$ cat config.mk
export PLATFORM = sky130hd
export DESIGN_NAME = imusc_cfg
export DESIGN_NICKNAME = d
export VERILOG_FILES = /design/src/rtl/imusc_pkg.sv /design/src/rtl/imusc_cfg.sv
export SDC_FILE = /design/constraint.sdc
export NUM_CORES = 1
export LEC_CHECK = 0
export BUFFER_PORTS_ARGS = -buffer_cell sky130_fd_sc_hd__buf_2
export CORE_MARGIN = 8
export CORE_UTILIZATION = 45
export DETAILED_ROUTE_END_ITERATION = 16
export PLACE_DENSITY = 0.82
export SYNTH_ARGS = -nofsm -noshare
export SYNTH_HDL_FRONTEND = slang
export SYNTH_SLANG_ARGS = --single-unit
$ cat constraint.sdc
create_clock -name clk_i -period 2.11 [get_ports clk_i]
set_input_delay 0.1055 -clock clk_i [delete_from_list [all_inputs] [get_ports clk_i]]
set_output_delay 0.1055 -clock clk_i [all_outputs]
set_load 0.01 [all_outputs]
$ cat src/rtl/imusc_pkg.sv
package imusc_pkg;

  localparam int unsigned RawW    = 16;
  localparam int unsigned ScaleW  = 32;
  localparam int unsigned CoefW   = 16;
  localparam int unsigned OffW    = 21;
  localparam int unsigned ResW    = 32;
  localparam int unsigned IdxW    = 3;
  localparam int unsigned CfgDataW = 63;
  localparam int unsigned Axes    = 3;

  // Widths of the intermediate values.
  localparam int unsigned ProdW   = RawW + ScaleW;        // raw times scale
  localparam int unsigned ScaledW = ProdW - 8;            // Q.16 scaled acceleration
  localparam int unsigned WProdW  = CoefW + ScaledW;      // weight times scaled
  localparam int unsigned SumW    = WProdW + 2;           // three terms and an offset
  localparam int unsigned SatInW  = 48;

  typedef enum logic [IdxW-1:0] {
    REG_ACCEL_SCALE   = 3'd0,
    REG_GYRO_SCALE    = 3'd1,
    REG_COEF_FOR_X    = 3'd2,
    REG_COEF_FOR_Y    = 3'd3,
    REG_COEF_FOR_Z    = 3'd4,
    REG_ACCEL_OFFSETS = 3'd5,
    REG_GYRO_OFFSETS  = 3'd6
  } reg_idx_e;

  typedef struct packed {
    logic signed [RawW-1:0] acc_raw_x;
    logic signed [RawW-1:0] acc_raw_y;
    logic signed [RawW-1:0] acc_raw_z;
    logic signed [RawW-1:0] rot_raw_x;
    logic signed [RawW-1:0] rot_raw_y;
    logic signed [RawW-1:0] rot_raw_z;
  } in_item_t;

  typedef struct packed {
    logic signed [ResW-1:0] acc_out_x;
    logic signed [ResW-1:0] acc_out_y;
    logic signed [ResW-1:0] acc_out_z;
    logic signed [ResW-1:0] rot_out_x;
    logic signed [ResW-1:0] rot_out_y;
    logic signed [ResW-1:0] rot_out_z;
  } out_item_t;

  typedef struct packed {
    logic [ScaleW-1:0]                 accel_scale;
    logic [ScaleW-1:0]                 gyro_scale;
    logic [Axes-1:0][Axes*CoefW-1:0]   coef;
    logic [CfgDataW-1:0]               accel_off;
    logic [CfgDataW-1:0]               gyro_off;
  } cfg_t;

  // Scaled acceleration and finished rates handed from the scaling stages to the matrix.
  typedef struct packed {
    logic [Axes-1:0][ScaledW-1:0] acc_sc;
    logic [Axes-1:0][ResW-1:0]    rot;
  } scaled_t;

  localparam logic [ScaleW-1:0] ScaleOne = 32'h0100_0000;
  localparam logic [CoefW-1:0]  CoefOne  = 16'h1000;

  localparam cfg_t CfgReset = '{
    accel_scale: ScaleOne,
    gyro_scale:  ScaleOne,
    coef:        {{CoefOne, 16'h0000, 16'h0000},
                  {16'h0000, CoefOne, 16'h0000},
                  {16'h0000, 16'h0000, CoefOne}},
    accel_off:   '0,
    gyro_off:    '0
  };

  // Clamp a wide signed value into the signed 32-bit result range.
  function automatic logic [ResW-1:0] sat_res(input logic [SatInW-1:0] v);
    logic [ResW-1:0] r;
    if (v[SatInW-1:ResW-1] == '0 || v[SatInW-1:ResW-1] == '1) begin
      r = v[ResW-1:0];
    end else if (v[SatInW-1]) begin
      r = {1'b1, {(ResW-1){1'b0}}};
    end else begin
      r = {1'b0, {(ResW-1){1'b1}}};
    end
    return r;
  endfunction

endpackage

$ cat src/rtl/imusc_cfg.sv
module imusc_cfg (
  input  logic                               clk_i,
  input  logic                               rst_ni,
  input  logic                               cfg_we_i,
  input  logic [imusc_pkg::IdxW-1:0]         cfg_idx_i,
  input  logic [imusc_pkg::CfgDataW-1:0]     cfg_data_i,
  output imusc_pkg::cfg_t                    cfg_o
);
  import imusc_pkg::*;

  cfg_t cfg_q;

  // Writes beyond the register list fall into the default arm and are dropped.
  always_ff @(posedge clk_i or negedge rst_ni) begin
    if (!rst_ni) begin
      cfg_q <= CfgReset;
    end else if (cfg_we_i) begin
      unique case (reg_idx_e'(cfg_idx_i))
        REG_ACCEL_SCALE:   cfg_q.accel_scale <= cfg_data_i[ScaleW-1:0];
        REG_GYRO_SCALE:    cfg_q.gyro_scale  <= cfg_data_i[ScaleW-1:0];
        REG_COEF_FOR_X:    cfg_q.coef[0]     <= cfg_data_i[Axes*CoefW-1:0];
        REG_COEF_FOR_Y:    cfg_q.coef[1]     <= cfg_data_i[Axes*CoefW-1:0];
        REG_COEF_FOR_Z:    cfg_q.coef[2]     <= cfg_data_i[Axes*CoefW-1:0];
        REG_ACCEL_OFFSETS: cfg_q.accel_off   <= cfg_data_i;
        REG_GYRO_OFFSETS:  cfg_q.gyro_off    <= cfg_data_i;
        default: ;
      endcase
    end
  end

  assign cfg_o = cfg_q;

endmodule

==> impl_results.md, run 1 <==
- Core Region: 0.0277 mm^2
- Post-route DRC violation count: 0
- Synth Area per Inst: 17.7 um^2
- Slew Limit Fails: 0
- Critical Path Max Stage Delay: 0.53 ns
- Die W: 183 um
- Synthesis-to-finish area growth: 35.0%
- TritonCTS clock tree: yes
- HPWL Detailed: 23,500 um
- NumNets Final: 1,264
- Ports: 403
- Cell variety after synth: 13
- CP required: 2.00 ns
- Via count: 8,182
- Skew final: 0 ns
- Post-Route WL: 35,700 um
- DR WL/cell: 22.3 um
- Remaining global-route overflow: 0
- Pin count of the biggest net entering global routing: 64
- Initial Utilization: 45.5%
- First-pass GRT wire length: 55,300 um
- CP max stage cell: dfstp_2
- Clock Sinks: 334
- Die ar.: 0.0336 mm^2
- Fmax achieved: 787 MHz
- CP delay by family, top: flip-flops
- Place WS: 0.583 ns
- Largest register FFs: 334
- Yosys warning count: 0
- Power per cell area: 1150 mW/mm^2
- Chip height: 183 um
- Min-Delay Path Class: primary input to flip-flop
- Worst-path clk slew: 0.06 ns
- Synth area leaders: dfrtp_1 65%, mux2_2 25%, mux2_4 4.8%, dfstp_2 1.0%, buf_2 0.83%
- Clk_lat worst skew: 0.50 ns
- Port bufs: 402
- CP Data Arrival Time: 1.16 ns
- Sequential cell area fraction in the yosys report: 66.3%
- Post-CTS sizing: 0
- Non-filler cells, final: 1,600
- Setup bufs post-CTS: 0
- Critical path buffer and inverter count: 1
- Inserted Clock Buffers: 35
- Crit-path cells: buf_2
- LEAKAGE: 8.23 nW
- Vias per inst: 5.11
- Critical path endpoint category: primary output
- Post-Syn Area: 0.0126 mm^2
- Run status: completed
- Worst rel slew slack: 67.1%
- CTS Hold Buffers Added: 62
- Rows: 61
- Seq cells post-synth: 334
- Vias in the first global route: 9,332
- Final core occ: 61.4%
- Buffer levels on the longest clock path: 3
- Top-area cell type share of the netlist area: 65.3%
- Placed Cells: 1,474
- Worst VDD drop: 0.000780 V
- Initial antenna violation count: 0
- Synthesized instance count: 711
- Crit Path Class: flip-flop to primary output
- Final ANT Viol Nets: 0
- Area leader, netlist: dfrtp_1
- Iter 0 DRT Violations: 317
- Max FO, Critical Path: 2
- Final hold vios: 0
- Unrepaired setup endpoints after global routing: false
- Worst-Margin Slew: 0.493 ns
- Crit path time final: 1.27 ns
- CP Launch Type: flip-flop
- Clock root buffer: clkbuf_16
- Setup violations, final: 0
- Max-capacitance violation count: 0
- Synth Net Count: 780
- Final Cycle Share: 60.2%
- Final worst slack: 0.840 ns
- CTS H-tree lvls: 2
- Final setup TNS: 0 ns
- Drt pass-1 iters: 4
- Layout cell share with drive strength beyond 1: 66.6%
- Placer Congestion: 0.774
- Total track usage: 21.1%
==> synthesized netlist by cell type <==
master    count
buf_4         5
and4bb_1      2
clkbuf_2      1
nor4b_4       1
mux2_4       40
mux2_1        9
dfrtp_1     329
buf_2        21
buf_6         9
nand4b_1      3
mux2_2      285
nor4bb_1      1
dfstp_2       5
==> kinds of logic (layout without fill, tap and decap cells) <==
| kind of cell | count (synthesis) | after routing | share of synthesized area, % |
|---|---|---|---|
| and+or+nand+nor | 7 | 7 | 0.675 |
| other | 0 | 1 | 0 |
| DFF | 334 | 334 | 66.3 |
| buffers and inverters | 36 | 546 | 1.97 |
| muxes | 334 | 334 | 31.0 |
==> placed cells by master, fill, tap and decap left out, drive strengths merged <==
cell and instances:
dlygate4sd3 62, clkinv 5, dfrtp 329, nor4bb 1, buf 421, mux2 334
clkbuf 55, and4bb 2, dfstp 5, nand4b 3, nor4b 1, bufinv 3
diode 1
==> power by group <==
group | internal, W | switching, W | leakage (nW)
clock network | 0.00402 | 0.00242 | 0.617
registers | 0.00784 | 0.000793 | 4.00
logic | 0.00224 | 0.00221 | 3.61
total | 0.0141 | 0.00542 | 8.23
==> layer usage <==
metal	global-route usage, %	up-vias	share of wire [%]
met3	7.18	84	8.5
met2	36.4	361	49
met1	23.9	4233	39
li1	-	3504	-
met5	0	-	0
met4	7.87	0	3.5
==> path summary, 6_finish.rpt <==
path / cells past startpoint / slack, ns / to / start
max: 1 / 0.84 / cfg_o[266] / cfg_o[266]
min: 2 / 0.005 / cfg_o[0] / cfg_data_i[0]
max reg2reg: 1 / 1.30 / cfg_o[114] / cfg_o[114]
min reg2reg: 1 / 0.49 / cfg_o[325] / cfg_o[325]
max in group asynchronous: 4 / 1.17 / cfg_o[66] / rst_ni
min in group asynchronous: 2 / 0.13 / cfg_o[98] / rst_ni
==> through the flow <==
| stage | hold WS, ns | total power, W | instance area (um^2) |
|---|---|---|---|
| after floorplan | -0.190 | 0.0107 | 12600 |
| after CTS | 0.0178 | 0.0197 | 17000 |
| after global placement | 0.0686 | 0.0129 | 15200 |
| final | 0.00472 | 0.0195 | 17000 |
| after global routing | 0.0308 | 0.0204 | 17000 |
| after detailed placement | 0.0717 | 0.0131 | 15200 |
==> layout make-up <==
class                      instances  area (um^2)
tap                              378          473
fill                            2019        10700
clock inverter                     8          115
timing repair buffer             483         2920
sequential                       334         8360
antenna                            1         2.50
multi-input combinational        341         4020
clock buffer                      55         1120
(Power assumes the default switching activity.)
==> inputs of run 2 (changes only) <==
--- a/config.mk
+++ b/config.mk
@@ -5,11 +5,12 @@
 export SDC_FILE = /design/constraint.sdc
 export NUM_CORES = 1
 export LEC_CHECK = 0
+export ABC_AREA = 1
 export BUFFER_PORTS_ARGS = -buffer_cell sky130_fd_sc_hd__buf_2
 export CORE_MARGIN = 8
 export CORE_UTILIZATION = 45
 export DETAILED_ROUTE_END_ITERATION = 16
-export PLACE_DENSITY = 0.82
+export PLACE_DENSITY = 0.85
 export SYNTH_ARGS = -nofsm -noshare
 export SYNTH_HDL_FRONTEND = slang
 export SYNTH_SLANG_ARGS = --single-unit
==> constraint.sdc (replaced) <==
create_clock -name clk_i -period 1.07 [get_ports clk_i]
set_input_delay 0.0535 -clock clk_i [delete_from_list [all_inputs] [get_ports clk_i]]
set_output_delay 0.0535 -clock clk_i [all_outputs]
set_load 0.01 [all_outputs]
==> run 2 against run 1 <==
The flow now finishes with violations (negative hold slack, negative setup slack). Global-route usage rose by 8.4 points. Sequential power rose by 96%. Clock power rose by 96%. Sequential cell count did not move. Die area rose by 1.1%. Highest routed layer unchanged.
==> impl_results.md, run 2 <==
- Fmax achieved: 799 MHz
- M2 GR Usage: 49.5%
- Clk_lat worst skew: 0.51 ns
- CP required: 1.02 ns
- TritonCTS clock tree: yes
- Worst rel slew slack: 72.7%
- Max-capacitance violation count: 0
- LEAKAGE: 11.5 nW
- Worst VDD drop: 0.00129 V
- Critical path endpoint category: primary output
- Total track usage: 29.5%
- HPWL Detailed: 31,500 um
- Final hold vios: 14
- Async SR Flop Fraction: 100%
- Buffer levels on the longest clock path: 3
- Skew final: 0 ns
- Violated checks: negative hold slack, negative setup slack
- Synth area leaders: dfrtp_1 65%, nand2_1 25%, nand3_1 6.3%, clkbuf_1 1.8%, dfstp_2 1.0%
- Worst-Margin Slew: 0.409 ns
- Ports: 403
- Cell depth of the worst flop-to-flop path: 4
- DR WL/cell: 22.8 um
- Synthesized instance count: 1,444
- WHS: -0.0222 ns
- Reg2reg start: cfg_o[151]
- Synth Area per Inst: 8.83 um^2
- Clock Sinks: 334
- Commonest non-fill, non-tap cell in the layout: nand2_1
- Vias in the first global route: 14,000
- CP max stage cell: dfstp_2
- Initial antenna violation count: 3
- Max FO, Critical Path: 2
- Crit-path cells: buf_6
- Post-Syn Area: 0.0128 mm^2
- Most common flop cell mapped by yosys: dfrtp_1
- Yosys warning count: 0
- Synth Net Count: 1,513
- Rows: 61
- Via count: 14,200
- Critical path buffer and inverter count: 1
- Pin count of the biggest net entering global routing: 45
- Synth cell count leaders: 854 x nand2_1, 329 x dfrtp_1, 160 x nand3_1
- Flop-to-flop setup slack: 0.09 ns
- Synthesis-to-finish area growth: 59.9%
- Post-route DRC violation count: 0
- CTS H-tree lvls: 2
- Drt pass-1 iters: 6
- First-pass GRT wire length: 77,600 um
- Power per cell area: 2050 mW/mm^2
- GRT busiest layer: met2
- Final ANT Viol Nets: 0
- CTS Hold Buffers Added: 64
- Min-Delay Path Class: primary input to async pin
- CP Data Arrival Time: 1.20 ns
- Critical Path Max Stage Delay: 0.57 ns
- Port bufs: 402
- Unrepaired setup endpoints after global routing: true
- Slew Limit Fails: 0
- Sequential cell area fraction in the yosys report: 65.6%
- Post-Route WL: 58,200 um
- Inserted Clock Buffers: 36
- Largest register FFs: 334
- Clock root buffer: clkbuf_16
- Count leader, synth: nand2_1
- Remaining global-route overflow: 0
- Met1 GRT Util: 32.1%
- Iter 0 DRT Violations: 1,637
- Die ar.: 0.0340 mm^2
- Number of synthesized flops with an enable pin: 0
- CP Launch Type: flip-flop
- Final Cycle Share: 117%
- Final core occ: 73.2%
- Chip height: 184 um
- Top-area cell type share of the netlist area: 64.5%
- Die W: 184 um
- Total Power: 0.0418 W
- NumNets Final: 2,214
- Met3 GRT Util: 6.69%
- Initial Utilization: 45.8%
- Area leader, netlist: dfrtp_1
- Crit path time final: 1.25 ns
- Setup violations, final: 329
- Core Region: 0.0279 mm^2
- Cell variety after synth: 10
- Run status: finished with violations
- Final worst slack: -0.182 ns
- Worst-path clk slew: 0.08 ns
- CP delay by family, top: flip-flops
- Placer Congestion: 0.857
- Most frequent cells in the layout: 849 x nand2_1, 329 x dfrtp_1, 252 x buf_4
- Seq cells post-synth: 334
- Crit Path Class: flip-flop to primary output
- FF-to-FF End: cfg_o[151]
- Vias per inst: 5.58
- Layout cell share with drive strength beyond 1: 34.9%
## run 2: cell count changes after synthesis, moves of 5 or more
| cell | previous run | this run |
|---|---|---|
| nand2_1 | 0 | 854 |
| mux2_2 | 285 | 0 |
| nand3_1 | 0 | 160 |
| clkbuf_1 | 0 | 61 |
| mux2_4 | 40 | 0 |
| buf_6 | 9 | 0 |
| mux2_1 | 9 | 0 |
| nor2_1 | 0 | 7 |
| buf_4 | 5 | 0 |
| inv_1 | 0 | 5 |
## run 2: how the worst max path moves through the flow
stage | slack (ns) | start | depth (start not counted) | endpoint
3_5_place_dp | -0.05 | cfg_idx_i[2] | 7 | cfg_o[7]
2_1_floorplan | 0.005 | cfg_idx_i[0] | 6 | cfg_o[249]
3_3_place_gp | 0.01 | cfg_idx_i[2] | 7 | cfg_o[46]
6_report | -0.18 | cfg_o[294] | 1 | cfg_o[294]
5_1_grt | -0.19 | cfg_o[294] | 1 | cfg_o[294]
4_1_cts | -0.16 | cfg_o[202] | 1 | cfg_o[202]
## run 2: stage by stage
stage / hold slack, ns / std cells / setup WS (ns) / area (um^2) / TNS (ns)
2_1_floorplan: -0.242 / 1444 / 0.00477 / 12800 / 0
3_3_place_gp: -0.0878 / 2210 / 0.0148 / 15800 / 0
3_5_place_dp: -0.0852 / 2210 / -0.0534 / 15800 / -0.955
4_1_cts: -0.0152 / 2445 / -0.164 / 19200 / -10.45
5_1_grt: -0.0215 / 2552 / -0.193 / 20400 / -18.26
6_report: -0.0222 / 2552 / -0.182 / 20400 / -9.01
## run 2: area by class of cell
cell class                      instances  area, um^2
Inverter                                6        22.5
Tap cell                              378         473
Fill cell                            1613        7460
Clock buffer                           52        1080
Sequential cell                       334        8360
Clock inverter                         11        91.3
Timing Repair Buffer                  746        6250
Multi-Input combinational cell       1021        4100
Antenna cell                            4        10.0
## run 2: per-layer routing
layer  routed length, um  vias up
met5                   0        -
met4                4930        0
met3                6320      346
met2               28100     1233
met1               18900     6796
li1                    -     5871
## run 2: where the power goes
group / internal [W] / switching (W)
sequential: 0.0150 / 0.00187
clock: 0.00728 / 0.00533
combinational: 0.00627 / 0.00597
## run 2: cells by family (layout without fill, tap and decap cells)
logic type / count (synthesis) / after routing / synth area share (%)
AND/OR/NAND/NOR: 1021 / 1021 / 31.6
buffers and inverters: 89 / 815 / 2.82
flip-flops: 334 / 334 / 65.6
other: 0 / 4 / 0
## run 2: timing repair
| action | 4_1_cts | 5_1_grt |
|---|---|---|
| setup endpoints to repair | 334 | 334 |
| gates resized for setup | 171 | 61 |
| setup buffers | 108 | 103 |
| hold endpoints to repair | 668 | 14 |
| pin swaps | 0 | 0 |
